==> src/hw/rtl/vbost_pkg.sv <==
`default_nettype none
package vbost_pkg;

  localparam int unsigned VOXELS_DEF = 65536;
  localparam int unsigned SPLIT_ENTRIES_DEF = 64;
  localparam logic [7:0] ALL_ONES = 8'hFF;

  localparam logic [2:0] ACT_SET_VOXEL = 3'd0;
  localparam logic [2:0] ACT_GET_VOXEL = 3'd1;
  localparam logic [2:0] ACT_SET_OCT = 3'd2;
  localparam logic [2:0] ACT_GET_OCT = 3'd3;
  localparam logic [2:0] ACT_OPTIMIZE = 3'd4;
  localparam logic [2:0] ACT_CLEAR = 3'd5;

  localparam logic [1:0] ST_OK = 2'd0;
  localparam logic [1:0] ST_RANGE = 2'd1;
  localparam logic [1:0] ST_FULL = 2'd2;

  localparam logic [1:0] REG_SIZE_X = 2'd0;
  localparam logic [1:0] REG_SIZE_Y = 2'd1;
  localparam logic [1:0] REG_SIZE_Z = 2'd2;

  typedef enum logic [3:0] {
    CMD_NONE,
    CMD_LATCH,
    CMD_IDX2,
    CMD_SCAN,
    CMD_BITRD,
    CMD_EXEC,
    CMD_OPT_RD,
    CMD_OPT_WR,
    CMD_CLR,
    CMD_FINISH
  } cmd_t;

  typedef struct packed {
    logic [2:0] action;
    logic range_bad;
    logic scan_done;
    logic opt_done;
    logic clr_done;
  } status_t;

  function automatic logic [7:0] octant_bit(input logic [2:0] o);
    logic [7:0] r;
    r = 8'd1 << o;
    return r;
  endfunction

endpackage
`default_nettype wire

==> src/hw/rtl/vbost_ctrl.sv <==
`default_nettype none
module vbost_ctrl (
  input  wire logic clk,
  input  wire logic rst,
  input  wire logic in_valid,
  output logic in_ready,
  output logic out_valid,
  input  wire logic out_ready,
  output vbost_pkg::cmd_t cmd,
  input  wire vbost_pkg::status_t stat
);
  typedef enum logic [3:0] {
    S_INIT, S_IDLE, S_IDX, S_SCAN, S_RD, S_EXEC, S_OPT, S_OPTW, S_CLR, S_FIN, S_OUT
  } state_t;
  state_t state;

  always_comb begin
    in_ready = (state == S_IDLE);
    out_valid = (state == S_OUT);
    case (state)
      S_INIT: cmd = stat.clr_done ? vbost_pkg::CMD_NONE : vbost_pkg::CMD_CLR;
      S_IDLE: cmd = in_valid ? vbost_pkg::CMD_LATCH : vbost_pkg::CMD_NONE;
      S_IDX: cmd = vbost_pkg::CMD_IDX2;
      S_SCAN: cmd = stat.scan_done ? vbost_pkg::CMD_NONE : vbost_pkg::CMD_SCAN;
      S_RD: cmd = vbost_pkg::CMD_BITRD;
      S_EXEC: cmd = vbost_pkg::CMD_EXEC;
      S_OPT: cmd = stat.opt_done ? vbost_pkg::CMD_NONE : vbost_pkg::CMD_OPT_RD;
      S_OPTW: cmd = vbost_pkg::CMD_NONE;
      S_CLR: cmd = stat.clr_done ? vbost_pkg::CMD_NONE : vbost_pkg::CMD_CLR;
      S_FIN: cmd = vbost_pkg::CMD_FINISH;
      default: cmd = vbost_pkg::CMD_NONE;
    endcase
  end

  always_ff @(posedge clk) begin
    if (rst) begin
      state <= S_INIT;
    end else begin
      case (state)
        S_INIT: if (stat.clr_done) state <= S_IDLE;
        S_IDLE: if (in_valid) state <= S_IDX;
        S_IDX: begin
          if (stat.action == vbost_pkg::ACT_OPTIMIZE) state <= S_OPT;
          else if (stat.action == vbost_pkg::ACT_CLEAR) state <= S_CLR;
          else state <= S_SCAN;
        end
        S_SCAN: begin
          if (stat.scan_done) state <= stat.range_bad ? S_FIN : S_RD;
        end
        S_RD: state <= (stat.action > vbost_pkg::ACT_CLEAR) ? S_FIN : S_EXEC;
        S_EXEC: state <= S_FIN;
        S_OPT: if (stat.opt_done) state <= S_OPTW;
        S_OPTW: state <= S_FIN;
        S_CLR: if (stat.clr_done) state <= S_FIN;
        S_FIN: state <= S_OUT;
        S_OUT: if (out_ready) state <= S_IDLE;
        default: state <= S_IDLE;
      endcase
    end
  end
endmodule
`default_nettype wire

==> config.mk <==
export PLATFORM = sky130hd
export DESIGN_NAME = vbost_ctrl
export DESIGN_NICKNAME = d
export VERILOG_FILES = /design/src/hw/rtl/vbost_pkg.sv /design/src/hw/rtl/vbost_ctrl.sv
export SDC_FILE = /design/constraint.sdc
export NUM_CORES = 1
export LEC_CHECK = 0
export ABC_AREA = 1
export CAP_MARGIN = 25
export CORE_AREA = 2 2 39 41
export CTS_CLUSTER_DIAMETER = 80
export CTS_CLUSTER_SIZE = 8
export DETAILED_ROUTE_END_ITERATION = 7
export DIE_AREA = 0 0 41 43
export DONT_BUFFER_PORTS = 1
export HOLD_SLACK_MARGIN = 0.12
export SLEW_MARGIN = 10
export SYNTH_ARGS = -nofsm -noshare
export SYNTH_HDL_FRONTEND = slang
export SYNTH_SLANG_ARGS = --single-unit
==> constraint.sdc <==
create_clock -name clk -period 1.65 [get_ports clk]
set_input_delay 0.4125 -clock clk [delete_from_list [all_inputs] [get_ports clk]]
set_output_delay 0.4125 -clock clk [all_outputs]
set_load 0.01 [all_outputs]
# Word level (Yosys, flattened, before mapping)
# Cells that the tools add are included.
[classes]
magnitude_cmp = 1
mux = 16
n_eq_ne = 18
n_reduce_logical = 4
[ops]
columns = ["operator", "count"]
rows = [
  ["$mux 4", 11],
  ["$pmux 4 s10", 1],
  ["$pmux 4 s8", 1],
  ["$eq 4x3->1 const B", 4],
  ["$eq 4x4->1 const B", 3],
  ["$ne 2x2->1 const B", 5],
  ["$eq 4x2->1 const B", 2],
  ["$eq 3x3->1 const B", 2],
  ["$reduce_and 6->1", 1],
  ["$eq 4x1->1 const B", 1],
  ["$logic_not 4->1", 1],
  ["$reduce_or 2->1", 2],
  ["$gt 3x3->1 const B", 1],
  ["$mux 3", 1],
  ["$mux 2", 1],
  ["$ne 2x1->1 const B", 1],
  ["$mux 1", 1],
]
[word_totals]
inputBits = 11
ff_bits = 4
output_inout_bits = 6
wordCells = 40

# Longest topological paths before layout
# Gate-level depths: netlist of the first run.
[logic_depth]
depth_word = 4
mapped_depth = 9
mapped_depth_nobuf = 9

# Least setup slack after synthesis of the first run
# No wires, ideal clock.
[synth_timing]
path_kind = "register -> output"
startpoint = "register state[2]"
endpoint = "output cmd[2]"
t_required_ps = 1237
n_path_buf = 0
setup_slack_ps = 275
stages_incl_launch_ff = 5
arrival_time_ps = 963
cell_sequence = "dfxtp_1 inv_1 nor2_2 inv_1 o21ai_0"
[synth_via]
elab_chain_cells = 3
word_cells_on_any_way = 11
cone_classes = "8 x eq/ne; 1 x mux; 2 x reduce/logical"
[synth_lines]
columns = ["element", "line", "text"]
rows = [
  ["from (decl)", "vbost_ctrl.sv:15", "state_t state;"],
  ["from (signal assigned)", "vbost_ctrl.sv:48", "if (stat.scan_done) state <= stat.range_bad ? S_FIN : S_RD;"],
  ["from (signal assigned)", "vbost_ctrl.sv:50", "S_RD: state <= (stat.action > vbost_pkg::ACT_CLEAR) ? S_FIN : S_EXEC;"],
  ["$eq 4x4->1 or $logic_not 4->1 (tied branches)", "vbost_ctrl.sv:20", "case (state)"],
  ["$reduce_or 2->1 (no line)", "--", ""],
  ["$pmux 4 s8 (*)", "vbost_ctrl.sv:20", ""],
  ["to (decl)", "vbost_ctrl.sv:9", "output vbost_pkg::cmd_t cmd,"],
]
# Every way passes the cells marked *; elsewhere a longest branch is shown, timed or not.

# Final worst setup path of the first run
[layout_timing]
startpoint = "register state[1]"
endpoint = "output cmd[2]"
# Same word-level chain as after synthesis.

==> results of run 1 <==
==> repair_timing <==
action / 4_1_cts / 5_1_grt
hold buffers: 0 / 0
endpoints found under the setup margin: 3 / 3
pin swaps: 1 / 0
gates resized for setup: 5 / 4
==> layout make-up <==
class / count / area, um2 / area share (%)
sequential: 4 / 85.1 / 15.2
timing repair buffer: 2 / 15.0 / 2.69
clock buffer: 3 / 22.5 / 4.04
inverter: 16 / 60.1 / 10.8
multi-input combinational: 65 / 355 / 63.7
tap: 16 / 20.0 / 3.59
==> cells in the final DEF (no fill, tap or decap), drive strengths merged <==
cell / netlist / layout
inv: 16 / 16
dfxtp: 4 / 4
o2111ai: 1 / 1
buf: 0 / 2
a21oi: 6 / 6
o211ai: 1 / 1
nand3: 10 / 10
nand3b: 1 / 1
o21ai: 4 / 4
nand2: 24 / 24
clkbuf: 0 / 3
nor2: 17 / 17
o21bai: 1 / 1
==> critical path, delay by kind of cell (launching register included) <==
family	cells	cell delay, ns
AOI/OAI and AO/OA	1	0.19
buffers and inverters	1	0.07
DFF	1	0.39
and+or+nand+nor	2	0.30
==> how the worst max path moves through the flow <==
| stage | slack [ns] | end | cells after the start | from |
|---|---|---|---|---|
| after floorplan | 0.27 | cmd[2] | 4 | state[2] |
| after global placement | 0.20 | cmd[0] | 4 | state[0] |
| after detailed placement | 0.21 | cmd[0] | 4 | state[0] |
| after CTS | 0.05 | cmd[0] | 4 | state[2] |
| after global routing | -0.02 | cmd[2] | 4 | state[1] |
| final | 0.05 | cmd[2] | 4 | state[1] |
==> metal layers <==
metal | vias up | track usage (%)
met5 | - | 0
met4 | 0 | 4.00
met3 | 0 | 6.28
met2 | 19 | 23.8
met1 | 211 | 21.9
li1 | 278 | -
==> through the flow <==
| step | setup WS (ns) | total power, mW | hold WS, ns |
|---|---|---|---|
| after floorplan | 0.275 | 0.527 | 0.482 |
| after global placement | 0.201 | 0.613 | 0.484 |
| after detailed placement | 0.206 | 0.607 | 0.485 |
| after CTS | 0.0470 | 0.739 | 0.225 |
| after global routing | -0.0179 | 0.835 | 0.226 |
| final | 0.0500 | 0.751 | 0.233 |
==> logic make-up (layout without fill, tap and decap cells) <==
family	after synthesis	after routing
flops	4	4
simple gates	52	52
buf+inv	16	21
compound gates	13	13
==> power breakdown <==
| group | internal, mW | switching [mW] | total, mW | leakage, nW |
|---|---|---|---|---|
| sequential | 0.134 | 0.0557 | 0.189 | 0.0336 |
| clock | 0.0814 | 0.0400 | 0.121 | 0.0138 |
| combinational | 0.152 | 0.288 | 0.440 | 0.229 |
| total | 0.367 | 0.384 | 0.751 | 0.277 |
==> key figures, run 1 <==
Outcome
  – Outcome: completed

Place
  – Port Buf Inserts: 0
  – Final GP Congestion: 0.847
  – Final HPWL from detailed placement: slightly below 1 mm
  – Area after DPL: 517 um2
  – Placed insts: 103

Setup path
  – Data arrival, critical path: 1.19 ns
  – Worst Path Max Fanout: 7
  – Startpoint class of the critical path: register
  – Slowest cell delay on critical path: between 0.3 and 0.4 ns
  – Crit Path Class: reg2out
  – Critical Path RT: 1.24 ns
  – R2R Path End: state[0]
  – Reg2reg path depth: 7
  – Worst r2r src: state[3]
  – Critical-path top delay cell: dfxtp_2
  – R2R Setup Slk: 0.37 ns
  – CP cell instances: inv_2 -> nor2_2 -> nand3_2 -> o21ai_1
  – Element type at the critical path end: output pin

STA
  – Part of the cycle the worst path needs: 97.0%
  – Setup violators final: 0
  – Max frequency: 625 MHz
  – Fin. Hold Viols: 0
  – Max-slew headroom: a little over four fifths
  – Final Max Slew Viols: 0
  – RSZ-0062 raised after global routing: yes
  – Setup TNS: 0 ns
  – Fin crit period: approximately 1.6 ns
  – Setup Skew: 0.00614 ns
  – Slew of the pin with the lowest slew margin: 0.245 ns

Synth
  – Ranking of synthesized cells by area: dfxtp_1 (17%), nand2_1 (16%), inv_1 (10%)
  – Syn_nets: 96
  – Post-Synth Simple-Gate Area: 55.6%
  – Syn Inst Count: 85
  – Cell with the most instances after synthesis: nand2_1
  – Post-Synth Adder-Cell Area: 0%
  – Synth warn: 0
  – Post-synth ARST share: 0%
  – Top FF cell, synth: dfxtp_1
  – Register bit total from synthesis: 4
  – Yosys top cell by area: dfxtp_1
  – Top post-synthesis cells by count: nand2_1 (21), inv_1 (13), nor2_1 (12)
  – Largest family of logic cells by synthesized area: simple AND/OR/NAND/NOR gates
  – Register area share after synthesis: between 10% and 20%
  – Unique masters post-synth: 18
  – Post-synth EDFFs: 0
  – Synth Area in Compound Gates: 15.3%
  – Synth Area in XOR/XNOR: 0%
  – Syn avg cell area: 5.67 um2
  – Syn Std Cell Area: 482 um2
  – Proportion of synthesized area in mux cells: 0%
  – Post-synth top area share: 16.6%

Floorplan
  – Rows: 14
  – Top Ports: 17
  – Die area: 1760 um2
  – Area of the core: 1380 um2
  – Die Y-Extent: 43 um
  – Initial Utilization: 34.8%
  – Die width: 41 um

Clock tree
  – CTS tree: done
  – Clock buffer depth: 2
  – CTS Buf Count: 3
  – Clk slew on worst S/H paths: 0.04 ns
  – Clock insertion delay at the later pin of the skew report: 0.24 ns
  – H-Tree Level Count: 1
  – Root Driver: clkbuf_4
  – CTS Sinks: 4
  – Setup Buffers After CTS: 0

Worst hold path
  – Min-Delay Startpoint: rst
  – Worst Hold Path Cells: 1
  – HP Class: in2reg
  – Hold path endpoint: state[1]

Routing
  – DR pass1 iterations: 4
  – M1 wire length: 541 um
  – Drt drc: 0
  – Via count: 508
  – Routed Antenna Nets: 0
  – Met3 routed WL: 99 um
  – Drt initial violations: 10
  – WL per Instance: 11.1 um
  – Via/cell ratio: 4.79
  – DR top layer: met3
  – Total Wirelength: 1.18 mm
  – Metal2 WL: 538 um

Flow run
  – Max cap viols: 0

Final layout
  – Final net count: 103
  – Largest regs: state: 4 flops
  – Final Cell Area: 558 um2
  – Final core occ: around 40%
  – Fraction of layout cells with a size suffix above 1: 30.0%
  – Fill count: 156
  – Cell Count, Final, Fillers Out: roughly 110
  – # diodes: 0
  – Area growth from synthesis to layout: 15.8%
  – Register with the most flip-flops: state
  – Max reg flops: 4

Global routing
  – Antenna violations before repair: 0
  – All-Layer GR Usage: between 10% and 20%
  – Grt ovf: 0
  – First-pass GRT wire length: 2.03 mm
  – Largest net degree at the start of global routing: 8
  – Vias in the first global route: between 400 and 500

Power
  – P_leak: 0.277 nW
  – Power Density: ~1300 nW/um2
  – Max VDD drop: 0.000599 V
Note: power is estimated with default switching activity, not from simulation.
==> run 2, diff against run 1 <==
Settings changed: ABC_AREA 1 to 0.
==> key figures, run 2 <==
Routing
  – Drt drc: 0 (unchanged)
  – DR pass1 iterations: 4 (unchanged)
  – WL per Instance: 15.9 um (was 11.1 um)
  – Drt initial violations: 26 (was 10)
  – Via/cell ratio: 6.38 (was 4.79)
  – Routed Antenna Nets: 0 (unchanged)
  – Total Wirelength: 1.50 mm (was 1.18 mm)
  – Via count: 600 (was 508)

Final layout
  – Cell Count, Final, Fillers Out: 94 (was 106)
  – # diodes: 0 (unchanged)
  – Max reg flops: 4 (unchanged)
  – Commonest non-fill, non-tap cells in the layout: buf_4 (13), nor2_1 (6), a21oi_1 (5) (was nand2_1 (20), inv_1 (12), nor2_1 (10))
  – Final Cell Area: 681 um2 (was 558 um2)
  – Largest regs: state: 4 flops (unchanged)
  – Fill count: 135 (was 156)
  – Register with the most flip-flops: state (unchanged)
  – Area growth from synthesis to layout: 39.8% (was 15.8%)
  – Commonest non-fill, non-tap cell in the layout: buf_4 (was nand2_1)
  – Fraction of layout cells with a size suffix above 1: 46.2% (was 30.0%)
  – Final net count: 91 (was 103)

Power
  – Comb pwr share: 33.4% (was 58.6%)
  – P_leak: 0.269 nW (was 0.277 nW)
  – Internal power: 0.233 mW (was 0.367 mW)
  – Power Density: 495 nW/um2 (was 1350 nW/um2)
  – Sw Share: 30.7% (was 51.1%)
  – Switching Power: 0.104 mW (was 0.384 mW)
  – Overall power: 0.337 mW (was 0.751 mW)
  – Max VDD drop: 0.000376 V (was 0.000599 V)
  – Clock share of power: 35.5% (was 16.2%)
  – Sequential power share: 31.1% (was 25.2%)

STA
  – Fin. Hold Viols: 0 (unchanged)
  – Hold_ws: 0.268 ns (was 0.233 ns)
  – Setup violators final: 1 (was 0)
  – RSZ-0062 raised after global routing: yes (unchanged)
  – Part of the cycle the worst path needs: 101% (was 97.0%)
  – Fin crit period: 1.67 ns (was 1.60 ns)
  – Final Max Slew Viols: 0 (unchanged)
  – Slew of the pin with the lowest slew margin: 0.330 ns (was 0.245 ns)
  – Setup Skew: 0.00455 ns (was 0.00614 ns)
  – Max-slew headroom: 77.9% (was 83.5%)
  – Final WS setup: -0.0234 ns (was 0.0500 ns)
  – Max frequency: 598 MHz (was 625 MHz)
  – Setup TNS: -0.0234 ns (was 0 ns)

Synth
  – Post-synth ARST share: 0% (unchanged)
  – Top post-synthesis cells by count: nor2_1 (8), a21oi_1 (6), buf_2 (5) (was nand2_1 (21), inv_1 (13), nor2_1 (12))
  – Synth warn: 0 (unchanged)
  – Syn avg cell area: 7.37 um2 (was 5.67 um2)
  – Ranking of synthesized cells by area: dfxtp_1 (16%), a21oi_1 (6.2%), nor2_1 (6.2%) (was dfxtp_1 (17%), nand2_1 (16%), inv_1 (10%))
  – Cell with the most instances after synthesis: nor2_1 (was nand2_1)
  – Syn_nets: 77 (was 96)
  – Post-synth EDFFs: 0 (unchanged)
  – Syn Inst Count: 66 (was 85)
  – Yosys top cell by area: dfxtp_1 (unchanged)
  – Unique masters post-synth: 34 (was 18)
  – Register area share after synthesis: 16.5% (was 16.6%)
  – Top FF cell, synth: dfxtp_1 (unchanged)
  – Post-synth top area share: 16.5% (was 16.6%)
  – Syn Std Cell Area: 487 um2 (was 482 um2)
  – Register bit total from synthesis: 4 (unchanged)

Floorplan
  – Die area: 1760 um2 (unchanged)
  – Top Ports: 17 (unchanged)
  – Die width: 41 um (unchanged)
  – Die Y-Extent: 43 um (unchanged)
  – Rows: 14 (unchanged)
  – Initial Utilization: 35.2% (was 34.8%)
  – Area of the core: 1380 um2 (unchanged)

Place
  – Port Buf Inserts: 0 (unchanged)
  – Final HPWL from detailed placement: 1.09 mm (was 989 um)
  – Placed insts: 86 (was 103)
  – Final GP Congestion: 0.848 (was 0.847)
  – Area after DPL: 562 um2 (was 517 um2)

Setup path
  – Worst r2r src: state[1] (was state[3])
  – Critical path endpoint: cmd[1] (was cmd[2])
  – Startpoint class of the critical path: register (unchanged)
  – Data arrival, critical path: 1.26 ns (was 1.19 ns)
  – Worst Path Max Fanout: 7 (unchanged)
  – R2R Path End: state[3] (was state[0])
  – R2R Setup Slk: 0.09 ns (was 0.37 ns)
  – Critical path origin: state[0] (was state[1])
  – Element type at the critical path end: output pin (unchanged)
  – Critical Path RT: 1.24 ns (about the same)
  – Crit Path Class: reg2out (unchanged)
  – Reg2reg path depth: 4 (was 7)

Global routing
  – Grt ovf: 0 (unchanged)
  – Met2 usage: 29.4% (was 23.8%)
  – All-Layer GR Usage: 18.3% (was 16.3%)
  – First-pass GRT wire length: 2.19 mm (was 2.03 mm)
  – Grt peak-use layer: met2 (unchanged)
  – Vias in the first global route: 519 (was 483)
  – GRT met1 Usage: 22.3% (was 21.9%)
  – Met3 Resource Use GR: 7.85% (was 6.28%)
  – Antenna violations before repair: 0 (unchanged)
  – Largest net degree at the start of global routing: 11 (was 8)

Clock tree
  – CTS Buf Count: 3 (unchanged)
  – Clock buffer depth: 2 (unchanged)
  – Clk slew on worst S/H paths: 0.03 ns (was 0.04 ns)
  – Hold-fix buffers, CTS: 0 (unchanged)
  – H-Tree Level Count: 1 (unchanged)
  – CTS tree: done (unchanged)
  – Root Driver: clkbuf_4 (unchanged)
  – Clock insertion delay at the later pin of the skew report: 0.23 ns (was 0.24 ns)
  – CTS Sinks: 4 (unchanged)

Worst hold path
  – HP Class: in2reg (unchanged)

Flow run
  – Max cap viols: 0 (unchanged)

Outcome
  – Failing checks: negative setup slack
  – Outcome: finished, violations left (was completed)
## run 2: cell types whose count changed in the layout (fill, tap and decap cells not counted), moves of 3 or more
cell      delta
nand2_1     -19
buf_4       +11
inv_1        -9
nand3_1      -6
inv_2        -4
nand2_2      -4
nor2_1       -4
dfxtp_4      +3
nand2b_1     +3
nor2_2       -3
o21ai_1      -3
## run 2: worst min path at each step
stage / start / endpoint / cells past startpoint
after floorplan: rst / state[2] / 1
after global placement: rst / state[2] / 1
after detailed placement: rst / state[2] / 1
after CTS: rst / state[2] / 1
after global routing: rst / state[2] / 1
final: rst / state[2] / 1
## run 2: critical path: stages, from the launching register on
cell and delay [ns]:
dfxtp_4 0.36, or3b_4 0.42, o21ai_2 0.12, buf_4 0.13
## run 2: per-layer routing
metal	vias up	part of all wire [%]
li1	281	-
met1	286	41
met2	31	50
met3	2	8.4
met4	0	0.27
met5	-	0
## run 2: what timing repair did
action	CTS	global route
pin swaps	3	2
resized for setup	15	4
setup endpoints to repair	5	6
gates cloned	0	0
setup buffers	5	0
## run 2: kinds of logic (layout without fill, tap and decap cells)
| group | after synthesis | count (layout) | synth area share [%] |
|---|---|---|---|
| buffers and inverters | 9 | 21 | 8.22 |
| AO/OA/AOI/OAI | 23 | 23 | 37.0 |
| AND/OR/NAND/NOR | 30 | 30 | 38.3 |
| flip-flops | 4 | 4 | 16.5 |
## run 2: cell type report
cell class | instances | area [um2] | area share [%]
sequential | 4 | 95.1 | 14.0
inverter | 4 | 18.8 | 2.76
tap | 16 | 20.0 | 2.94
multi-input combinational | 53 | 407 | 59.7
clock buffer | 3 | 22.5 | 3.31
timing repair buffer | 14 | 118 | 17.3
## run 2: power groups by stage
stage               Sequential, mW  Combinational [mW]  Clock, mW
finish                       0.105               0.113      0.120
global route                 0.105               0.121      0.140
CTS                          0.106               0.104      0.127
detailed placement           0.112              0.0842          0
global placement             0.113              0.0827          0
floorplan                    0.105              0.0667          0
## run 2: metrics by stage
step | util (%) | setup WS [ns]
floorplan | - | 0.0840
global placement | 40.6 | 0.0283
detailed placement | 40.6 | 0.0264
CTS | 47.6 | -0.0330
global route | 49.2 | -0.0647
finish | 49.2 | -0.0234
